`src/rtl/core/ftvp_pkg.sv`:
```
package ftvp_pkg;

    localparam int LENGTH_WIDTH_DEFAULT = 12;
    localparam int TAG_WIDTH_DEFAULT    = 16;
    localparam int POS_WIDTH            = 16;
    localparam int END_TAG_WIDTH        = 16;

    localparam logic [END_TAG_WIDTH-1:0] END_TAG_RESET = 16'd10;

    localparam logic [7:0] CHAR_PIPE   = 8'h7C;
    localparam logic [7:0] CHAR_SOH    = 8'h01;
    localparam logic [7:0] CHAR_EQUALS = 8'h3D;
    localparam logic [7:0] CHAR_ZERO   = 8'h30;
    localparam logic [7:0] CHAR_NINE   = 8'h39;

    typedef enum logic [2:0] {
        PH_WAIT_TAG   = 3'd0,
        PH_READ_TAG   = 3'd1,
        PH_WAIT_VALUE = 3'd2,
        PH_READ_VALUE = 3'd3,
        PH_ERROR      = 3'd4
    } phase_t;

    function automatic logic is_delim(input logic [7:0] b);
        return (b == CHAR_PIPE) || (b == CHAR_SOH);
    endfunction

    function automatic logic is_digit(input logic [7:0] b);
        return (b >= CHAR_ZERO) && (b <= CHAR_NINE);
    endfunction

endpackage

```
`src/rtl/core/fix_tag_value_parser.sv`:
```
// fix tag=value parser, one byte per beat
// result: a result beat is presented in the cycle after its byte beat is accepted
// throughput: one byte per cycle, limited by the combinational state update
//   (decimal tag multiply by ten and saturate); result_stall holds the input
// reset: rst_n asynchronous active low; clears phase, tag, length, positions,
//   result_valid, and loads end_tag with 10
module fix_tag_value_parser #(
    parameter int LENGTH_WIDTH = ftvp_pkg::LENGTH_WIDTH_DEFAULT,
    parameter int TAG_WIDTH    = ftvp_pkg::TAG_WIDTH_DEFAULT
) (
    input  logic                               clk,
    input  logic                               rst_n,

    input  logic                               end_tag_we,
    input  logic [ftvp_pkg::END_TAG_WIDTH-1:0] end_tag_wdata,

    input  logic                               byte_valid,
    output logic                               byte_stall,
    input  logic [7:0]                         data_byte,

    output logic                               result_valid,
    input  logic                               result_stall,
    output logic                               field_valid,
    output logic [TAG_WIDTH-1:0]               field_tag,
    output logic [LENGTH_WIDTH-1:0]            field_length,
    output logic [ftvp_pkg::POS_WIDTH-1:0]     field_start,
    output logic                               message_done,
    output logic                               parse_error,
    output logic [2:0]                         parser_phase
);

    localparam int POS_W = ftvp_pkg::POS_WIDTH;
    localparam int ET_W  = ftvp_pkg::END_TAG_WIDTH;
    localparam int CMP_W = (TAG_WIDTH > ET_W) ? TAG_WIDTH : ET_W;
    localparam int MUL_W = TAG_WIDTH + 5;

    localparam logic [TAG_WIDTH-1:0]    TAG_MAX = {TAG_WIDTH{1'b1}};
    localparam logic [LENGTH_WIDTH-1:0] LEN_MAX = {LENGTH_WIDTH{1'b1}};

    ftvp_pkg::phase_t          phase_reg, phase_next;
    logic [TAG_WIDTH-1:0]      tag_reg, tag_next;
    logic [LENGTH_WIDTH-1:0]   len_reg, len_next;
    logic [POS_W-1:0]          start_reg, start_next;
    logic [POS_W-1:0]          pos_reg;
    logic [ET_W-1:0]           end_tag_reg;

    logic                      accept;
    logic                      emit;
    logic                      digit;
    logic                      delim;
    logic [3:0]                digit_val;
    logic [MUL_W-1:0]          tag_times_ten;
    logic                      tag_match;

    assign byte_stall = result_valid && result_stall;
    assign accept     = byte_valid && !byte_stall;

    assign digit     = ftvp_pkg::is_digit(data_byte);
    assign delim     = ftvp_pkg::is_delim(data_byte);
    assign digit_val = 4'(data_byte - ftvp_pkg::CHAR_ZERO);

    // tag * 10 + digit as (tag << 3) + (tag << 1) + digit
    assign tag_times_ten = ({5'd0, tag_reg} << 3) + ({5'd0, tag_reg} << 1)
                         + MUL_W'(digit_val);

    // next phase
    always_comb
    begin
        phase_next = phase_reg;
        unique case (phase_reg)
            ftvp_pkg::PH_WAIT_TAG:
            begin
                if (digit)
                    phase_next = ftvp_pkg::PH_READ_TAG;
            end
            ftvp_pkg::PH_READ_TAG:
            begin
                priority if (digit)
                    phase_next = ftvp_pkg::PH_READ_TAG;
                else if (data_byte == ftvp_pkg::CHAR_EQUALS)
                    phase_next = ftvp_pkg::PH_WAIT_VALUE;
                else
                    phase_next = ftvp_pkg::PH_ERROR;
            end
            ftvp_pkg::PH_WAIT_VALUE:
            begin
                phase_next = delim ? ftvp_pkg::PH_WAIT_TAG : ftvp_pkg::PH_READ_VALUE;
            end
            ftvp_pkg::PH_READ_VALUE:
            begin
                if (delim)
                    phase_next = ftvp_pkg::PH_WAIT_TAG;
            end
            default:
            begin
                phase_next = ftvp_pkg::PH_ERROR;
            end
        endcase
    end

    // datapath and field record
    always_comb
    begin
        tag_next   = tag_reg;
        len_next   = len_reg;
        start_next = start_reg;
        emit       = 1'b0;
        unique case (phase_reg)
            ftvp_pkg::PH_WAIT_TAG:
            begin
                if (digit)
                    tag_next = TAG_WIDTH'(digit_val);
            end
            ftvp_pkg::PH_READ_TAG:
            begin
                if (digit)
                    tag_next = (tag_times_ten > MUL_W'(TAG_MAX)) ? TAG_MAX
                             : tag_times_ten[TAG_WIDTH-1:0];
            end
            ftvp_pkg::PH_WAIT_VALUE:
            begin
                start_next = pos_reg;
                if (delim)
                begin
                    len_next = '0;
                    emit     = 1'b1;
                end
                else
                begin
                    len_next = LENGTH_WIDTH'(1);
                end
            end
            ftvp_pkg::PH_READ_VALUE:
            begin
                priority if (delim)
                    emit = 1'b1;
                else if (len_reg != LEN_MAX)
                    len_next = len_reg + LENGTH_WIDTH'(1);
                else
                    len_next = LEN_MAX;
            end
            default:
            begin
                emit = 1'b0;
            end
        endcase
    end

    assign tag_match = (CMP_W'(tag_next) == CMP_W'(end_tag_reg));

    always_ff @(posedge clk or negedge rst_n)
    begin
        if (!rst_n)
        begin
            phase_reg   <= ftvp_pkg::PH_WAIT_TAG;
            tag_reg     <= '0;
            len_reg     <= '0;
            start_reg   <= '0;
            pos_reg     <= '0;
            end_tag_reg <= ftvp_pkg::END_TAG_RESET;
        end
        else
        begin
            if (end_tag_we)
                end_tag_reg <= end_tag_wdata;
            if (accept)
            begin
                phase_reg <= phase_next;
                tag_reg   <= tag_next;
                len_reg   <= len_next;
                start_reg <= start_next;
                pos_reg   <= pos_reg + POS_W'(1);
            end
        end
    end

    always_ff @(posedge clk or negedge rst_n)
    begin
        if (!rst_n)
            result_valid <= 1'b0;
        else if (accept)
            result_valid <= 1'b1;
        else if (!result_stall)
            result_valid <= 1'b0;
    end

    // record fields read zero when no field closes
    always_ff @(posedge clk)
    begin
        if (accept)
        begin
            field_valid  <= emit;
            field_tag    <= emit ? tag_next : '0;
            field_length <= emit ? len_next : '0;
            field_start  <= emit ? start_next : '0;
            message_done <= emit && tag_match;
            parse_error  <= (phase_next == ftvp_pkg::PH_ERROR);
            parser_phase <= phase_next;
        end
    end

    a_error_sticky: assert property (@(posedge clk) disable iff (!rst_n)
        phase_reg == ftvp_pkg::PH_ERROR |=> phase_reg == ftvp_pkg::PH_ERROR)
        else $error("parser left the error state");

    a_field_returns_to_wait: assert property (@(posedge clk) disable iff (!rst_n)
        result_valid && field_valid |-> parser_phase == ftvp_pkg::PH_WAIT_TAG)
        else $error("closed field without return to wait tag");

    a_done_needs_field: assert property (@(posedge clk) disable iff (!rst_n)
        result_valid && message_done |-> field_valid)
        else $error("message end flagged without a field");

    a_position_counts: assert property (@(posedge clk) disable iff (!rst_n)
        accept |=> pos_reg == $past(pos_reg) + POS_W'(1))
        else $error("byte position did not advance on an accepted beat");

endmodule

```
`config.mk`:
```
export PLATFORM = sky130hd
export DESIGN_NAME = fix_tag_value_parser
export DESIGN_NICKNAME = d
export VERILOG_FILES = /design/src/rtl/core/ftvp_pkg.sv /design/src/rtl/core/fix_tag_value_parser.sv
export SDC_FILE = /design/constraint.sdc
export NUM_CORES = 1
export LEC_CHECK = 0
export ABC_AREA = 1
export ABC_CLOCK_PERIOD_IN_PS = 2850
export BUFFER_PORTS_ARGS = -buffer_cell sky130_fd_sc_hd__buf_2
export CAP_MARGIN = 25
export CORE_MARGIN = 5
export CORE_UTILIZATION = 25
export CTS_CLUSTER_SIZE = 25
export DETAILED_ROUTE_END_ITERATION = 7
export PLACE_DENSITY = 0.42
export RECOVER_POWER = 100
export SYNTH_ARGS = -nofsm -noshare
export SYNTH_HDL_FRONTEND = slang
export SYNTH_SLANG_ARGS = --single-unit
```
`constraint.sdc`:
```
create_clock -name clk -period 2.85 [get_ports clk]
set_input_delay 0.4275 -clock clk [delete_from_list [all_inputs] [get_ports clk]]
set_output_delay 0.4275 -clock clk [all_outputs]
set_load 0.1 [all_outputs]
```
==> Word-level counts from Yosys, hierarchy flattened <==
Cells that the tools add are included.
{ "totals": {"reg_bits": 130, "in_bits": 29, "out_inout_bits": 52} }
{ "classes": {"n_addsub": 5, "n_lt_le_gt_ge": 3, "eq_ne": 10, "mux": 19, "n_reduce_logical": 8} }
{ "ops": {"columns": ["op", "n"], "rows": [
  ["$mux W16", 4],
  ["$pmux W16 S2", 1],
  ["$mux W12", 2],
  ["$pmux W12 S2", 1],
  ["$add A20 B4 Y21", 1],
  ["$gt A21 B16 Y1 const B", 1],
  ["$add A19 B17 Y20", 1],
  ["$add A16 B1 Y16 const B", 1],
  ["$eq A16 B16 Y1", 1],
  ["$add A12 B1 Y12 const B", 1],
  ["$mux W3", 4],
  ["$ne A12 B12 Y1 const B", 1],
  ["$pmux W3 S4", 1],
  ["$eq A8 B1 Y1 const B", 1],
  ["$eq A8 B6 Y1 const B", 1],
  ["$eq A8 B7 Y1 const B", 1],
  ["$ge A8 B6 Y1 const B", 1],
  ["$le A8 B6 Y1 const B", 1],
  ["$eq A3 B2 Y1 const B", 2],
  ["$mux W1", 5],
  ["$logic_and A1 B1 Y1", 4],
  ["$sub A4 B1 Y4 const B", 1],
  ["$eq A3 B1 Y1 const B", 1],
  ["$eq A3 B3 Y1 const B", 1],
  ["other kinds (6)", 6]
]} }

==> Depth between registers and ports, before layout <==
{ "depth": {"ltp_word": 8, "depth_mapped": 23} }

==> Least setup slack after synthesis <==
No wires, ideal clock.
{ "synth_timing": {"path_kind": "register -> register", "startpoint": "register result_valid", "endpoint": "register field_length[0] (enable)", "t_arrival_ns": 3.250, "setup_slack_ns": -0.832, "stages_incl_launch_ff": 6, "path_buffers": 2, "synth_period_minus_slack_ns": 3.682, "path_cell_list": "dfrtp_1 > nand2_1 > inv_2 > nor2_2 > clkbuf_1 > clkbuf_1"} }
{ "synth_between": {"elab_chain_cells": 3} }
{ "synth_rtl": {"columns": ["item", "line_no", "source"], "rows": [
  ["from (decl)", "fix_tag_value_parser.sv:21", "output logic result_valid,"],
  ["from (signal assigned)", "fix_tag_value_parser.sv:180", "result_valid <= 1'b0;"],
  ["from (signal assigned)", "fix_tag_value_parser.sv:182", "result_valid <= 1'b1;"],
  ["from (signal assigned)", "fix_tag_value_parser.sv:184", "result_valid <= 1'b0;"],
  ["$logic_and A1 B1 Y1", "fix_tag_value_parser.sv:55", "assign byte_stall = result_valid && result_stall;"],
  ["via byte_stall", "fix_tag_value_parser.sv:18", "output logic byte_stall,"],
  ["$logic_not A1 Y1", "fix_tag_value_parser.sv:56", "assign accept = byte_valid && !byte_stall;"],
  ["$logic_and A1 B1 Y1", "fix_tag_value_parser.sv:56", null],
  ["via accept", "fix_tag_value_parser.sv:47", "logic accept;"],
  ["to (signal assigned)", "fix_tag_value_parser.sv:194", "field_length <= emit ? len_next : '0;"],
  ["to (decl)", "fix_tag_value_parser.sv:25", "output logic [LENGTH_WIDTH-1:0] field_length,"]
]} }
The timed path passes the listed nets, and every way through them passes these cells.
A chain may end at the register's enable or synchronous reset.

==> Final worst setup path <==
{ "layout_timing": {"startpoint": "register tag_reg[0]", "endpoint": "register message_done (data pin)"} }
{ "layout_between": {"elab_chain_cells": 8, "word_cells_on_any_way": 9} }
{ "layout_rtl": {"columns": ["item", "line_no", "source"], "rows": [
  ["from (decl)", "fix_tag_value_parser.sv:41", "logic [TAG_WIDTH-1:0] tag_reg, tag_next;"],
  ["from (signal assigned)", "fix_tag_value_parser.sv:169", "tag_reg <= tag_next;"],
  ["$add A19 B17 Y20", "fix_tag_value_parser.sv:63", "assign tag_times_ten = ({5'd0, tag_reg} << 3) + ({5'd0, tag_reg} << 1)"],
  ["$add A20 B4 Y21", "fix_tag_value_parser.sv:64", "+ MUL_W'(digit_val);"],
  ["$gt A21 B16 Y1", "fix_tag_value_parser.sv:117", "tag_next = (tag_times_ten > MUL_W'(TAG_MAX)) ? TAG_MAX"],
  ["$mux W16", "fix_tag_value_parser.sv:117", null],
  ["$mux W16", "fix_tag_value_parser.sv:116", "if (digit)"],
  ["$pmux W16 S2 (*)", "fix_tag_value_parser.sv:108", "unique case (phase_reg)"],
  ["$eq A16 B16 Y1 (*)", "fix_tag_value_parser.sv:149", "assign tag_match = (CMP_W'(tag_next) == CMP_W'(end_tag_reg));"],
  ["$logic_and A1 B1 Y1 (*)", "fix_tag_value_parser.sv:196", "message_done <= emit && tag_match;"],
  ["to (signal assigned)", "fix_tag_value_parser.sv:196", null],
  ["to (decl)", "fix_tag_value_parser.sv:27", "output logic message_done,"]
]} }
Every way passes the cells marked *; elsewhere a longest branch is shown, timed or not.

==> impl_results.md <==
* Lkg Pwr at 4.63 nW
* VDD IR-drop max at about 0.00043 V
* Syn nets at 972
* Fmax at 326 MHz
* Reg clk slew, reported paths at 70 ps
* Met1 Use GR at 18.1%
* Most area-consuming cells after synthesis: dfrtp_1, edfxtp_1, nand2_1, inv_1, ha_1
* Routed vias at 6317
* Synth cell types at 41
* Die Y at 182 um
* IO Count at 81
* Die footprint at 33100 um2
* Final antenna-violating net count at 0
* Placed Instance Area at 8890 um2
* GRT met3 Usage at 2.37%
* Via count of the first global-routing pass at 6359
* First-pass GRT wire length at 34000 um
* Non-filler instance count after layout at 1484
* H-Tree Depth at 4
* Failing checks: setup timing
* Total GRT Usage at 12.9%
* Largest net degree at the start of global routing at 46
* Worst r2r path cells at 21
* Sequential share of the synthesized area at between 40% and 50%
* Max Cap Viol at 0
* Nets at 1145
* Clock Latency Late Sink at approximately 420 ps
* Actual slew at the worst max-slew pin at 1410 ps
* Core ar. at 29400 um2
* CTS tree: built
* Final HPWL DP at ~16000 um
* Yosys top cell area share at roughly a quarter
* Total wire length at 21000 um
* Worst Path Required at around 3000 ps
* Avg Cell Area, Syn at 8.15 um2
* Crit-path max FO at 7
* Initial antenna violation count at 0
* HP Class: in2reg
* Largest area contributor in the netlist: dfrtp_1
* DR DRC count at 0
* Critical path class: reg2reg
* Vias per inst at 4.26
* Max-slew violations at 0
* Slew headroom at approximately 6.0%
* # port buffers at 80
* Initial Util at 25.2%
* Share of layout cells above drive strength 1 at 24.0%
* M2 GR Usage at between 20 and 25%
* Period minus WS final at a little over 3000 ps
* Diodes inserted at 0
* Synthesized netlist cell count at 908
* CTS buffer count at 17
* Syn. warnings at 0
* Worst Slack Setup Final at -213 ps
* Critical path arrival at between 3000 and 4000 ps
* 1st-iter DRT viols at 310
* Dpl cells at roughly 1400
* # rows at 63
* Final period util at 107%
* Synth Cell Area at between 7000 and 8000 um2
* Setup crit start kind: flop
* Max Clock Skew at 9.80 ps
* Root Buffer: clkbuf_16
* Gr ovfl total at 0
* WL/cell at about 14 um
* Clock Path Buffers at 2
* Clock net sink count at 130
* Final setup viols at 12
* RSZ-0062 raised after global routing: true
* Pwr Density at between 800 and 900 nW/um2
* Area Overhead vs Synth at 32.2%
* TritonRoute pass-1 iters at 5
* Status: complete, but fails checks
* FF+latch count, synth at 130
* Routability cong. at 0.801
* CP Capture Type: flop
* Design Area, Final at 9790 um2
* Fin. Hold Viols at 0
* Fill cells at 3179
* Global route hottest layer: met2
* Hold path depth at 3
* Die W at approximately 180 um
cells in the mapped netlist:
cell      instances
and2_1            2
nor2_1           87
inv_1           122
or2_0             1
buf_1             3
ha_1             33
xnor2_1          10
nor2_4            3
o22ai_1           3
or2_1             1
inv_2            10
and3_1            1
mux2i_1           9
dfstp_2           2
nand3_1          58
xor2_1           21
buf_6             2
o21bai_1          1
nor3_2            2
a21oi_1          24
clkbuf_1         15
buf_4             1
clkinv_1          2
nor3_1            9
a31oi_1          14
fa_1              2
nand2_2          13
nor2_2            3
or2_2             4
nand4_1           4
nand2_1         232
o21ai_2           3
edfxtp_1         50
o21ai_1           1
nand3b_1          3
o21ai_0          71
nand3_2           5
nor4_1            1
dfrtp_1          78
o211ai_1          1
buf_2             1
power breakdown:
group / switching (W) / internal (W)
clock network: 0.000892 / 0.00131
registers: 0.000168 / 0.00216
logic: 0.00220 / 0.00158
total: 0.00326 / 0.00504
path summary, 6_finish.rpt:
check / end / slack [ps] / from
worst max register to register: message_done / -210 / tag_reg[0]
worst min register to register: pos_reg[13] / 480 / pos_reg[13]
worst min-delay path: end_tag_reg[13] / 220 / end_tag_wdata[13]
min in group asynchronous: start_reg[11] / 760 / rst_n
max in group asynchronous: tag_reg[5] / 470 / rst_n
worst max-delay path: message_done / -210 / tag_reg[0]
metrics by stage:
step	hold WS (ps)	worst slack, ps	power [W]	utilization (%)	setup TNS, ps
4_1_cts	199	-165	0.00824	33.0	-395
2_1_floorplan	132	-3.60	0.00447	-	-3.60
3_3_place_gp	455	-474	0.00569	30.2	-4380
3_5_place_dp	456	-467	0.00568	30.2	-4740
5_1_grt	216	-382	0.00890	33.3	-3890
6_report	219	-213	0.00830	33.3	-734
worst max-delay path, cell delays in order, from the launching register on:
cell and delay, ps:
dfrtp_1 420, fa_2 530, fa_2 390, nand2_2 80
nand2_4 60, nand3_2 70, nand2_2 60, nand2_2 70
nand2_1 50, nand2_1 70, nand2_2 60, nor2_4 170
buf_6 170, nand3_2 80, nand2_2 120, nand2_2 80
nand2_1 70, nand2_2 60, nand2_2 70, nor2_1 40
nand3_1 70, nor2_1 40
logic make-up (layout without fill, tap and decap cells):
kind of cell               after synthesis  count (layout)  share of synthesized area (%)
AOI/OAI and AO/OA                      118             118                           8.49
DFF                                    130             130                           47.4
adders and majority gates               35              35                           6.12
and+or+nand+nor                        429             429                           25.0
muxes                                    9               9                           1.22
xor gates and xnor gates                31              31                           3.67
buffers and inverters                  156             342                           8.18
cell usage in the layout (no fill, tap or decap), types with 5 or more instances in the layout:
| master | Yosys | final |
|---|---|---|
| dfrtp_1 | 78 | 74 |
| xor2_1 | 21 | 20 |
| inv_2 | 10 | 15 |
| buf_4 | 1 | 72 |
| nor2_1 | 87 | 85 |
| nand3_1 | 58 | 49 |
| inv_1 | 122 | 117 |
| xnor2_1 | 10 | 10 |
| clkbuf_1 | 15 | 62 |
| a31oi_1 | 14 | 13 |
| o21ai_2 | 3 | 5 |
| edfxtp_1 | 50 | 50 |
| nand3_2 | 5 | 12 |
| buf_2 | 1 | 26 |
| clkbuf_16 | 0 | 17 |
| nand2_1 | 232 | 201 |
| ha_4 | 0 | 6 |
| o21ai_0 | 71 | 66 |
| nor2_4 | 3 | 5 |
| nand2_2 | 13 | 37 |
| mux2i_1 | 9 | 9 |
| ha_1 | 33 | 25 |
| a21oi_1 | 24 | 19 |
| nor3_1 | 9 | 8 |
| a21oi_2 | 0 | 5 |
| buf_6 | 2 | 14 |
| nand2_4 | 0 | 7 |
metal layers:
metal	vias up	share of wire [%]
met3	15	3.6
li1	3273	-
met2	118	45
met1	2911	50
met4	0	1.1
met5	-	0
what timing repair did:
action                     in CTS  in global routing
pin swaps                      20                 11
setup endpoints to repair      19                 23
gates resized for setup        52                 52
hold buffers                    1                  0
hold endpoints to repair        2                  0
buffers inserted                4                  5
cloned                          1                  0
area by class of cell:
type	instances	area [um2]	area share, %
Multi-Input combinational cell	622	3620	37.0
Clock buffer	19	433	4.42
Sequential cell	130	3510	35.9
Clock inverter	13	151	1.55
Inverter	134	503	5.14
Tap cell	390	488	4.99
Timing Repair Buffer	176	1080	11.0
No activity file was read; power rests on OpenSTA's default activity.
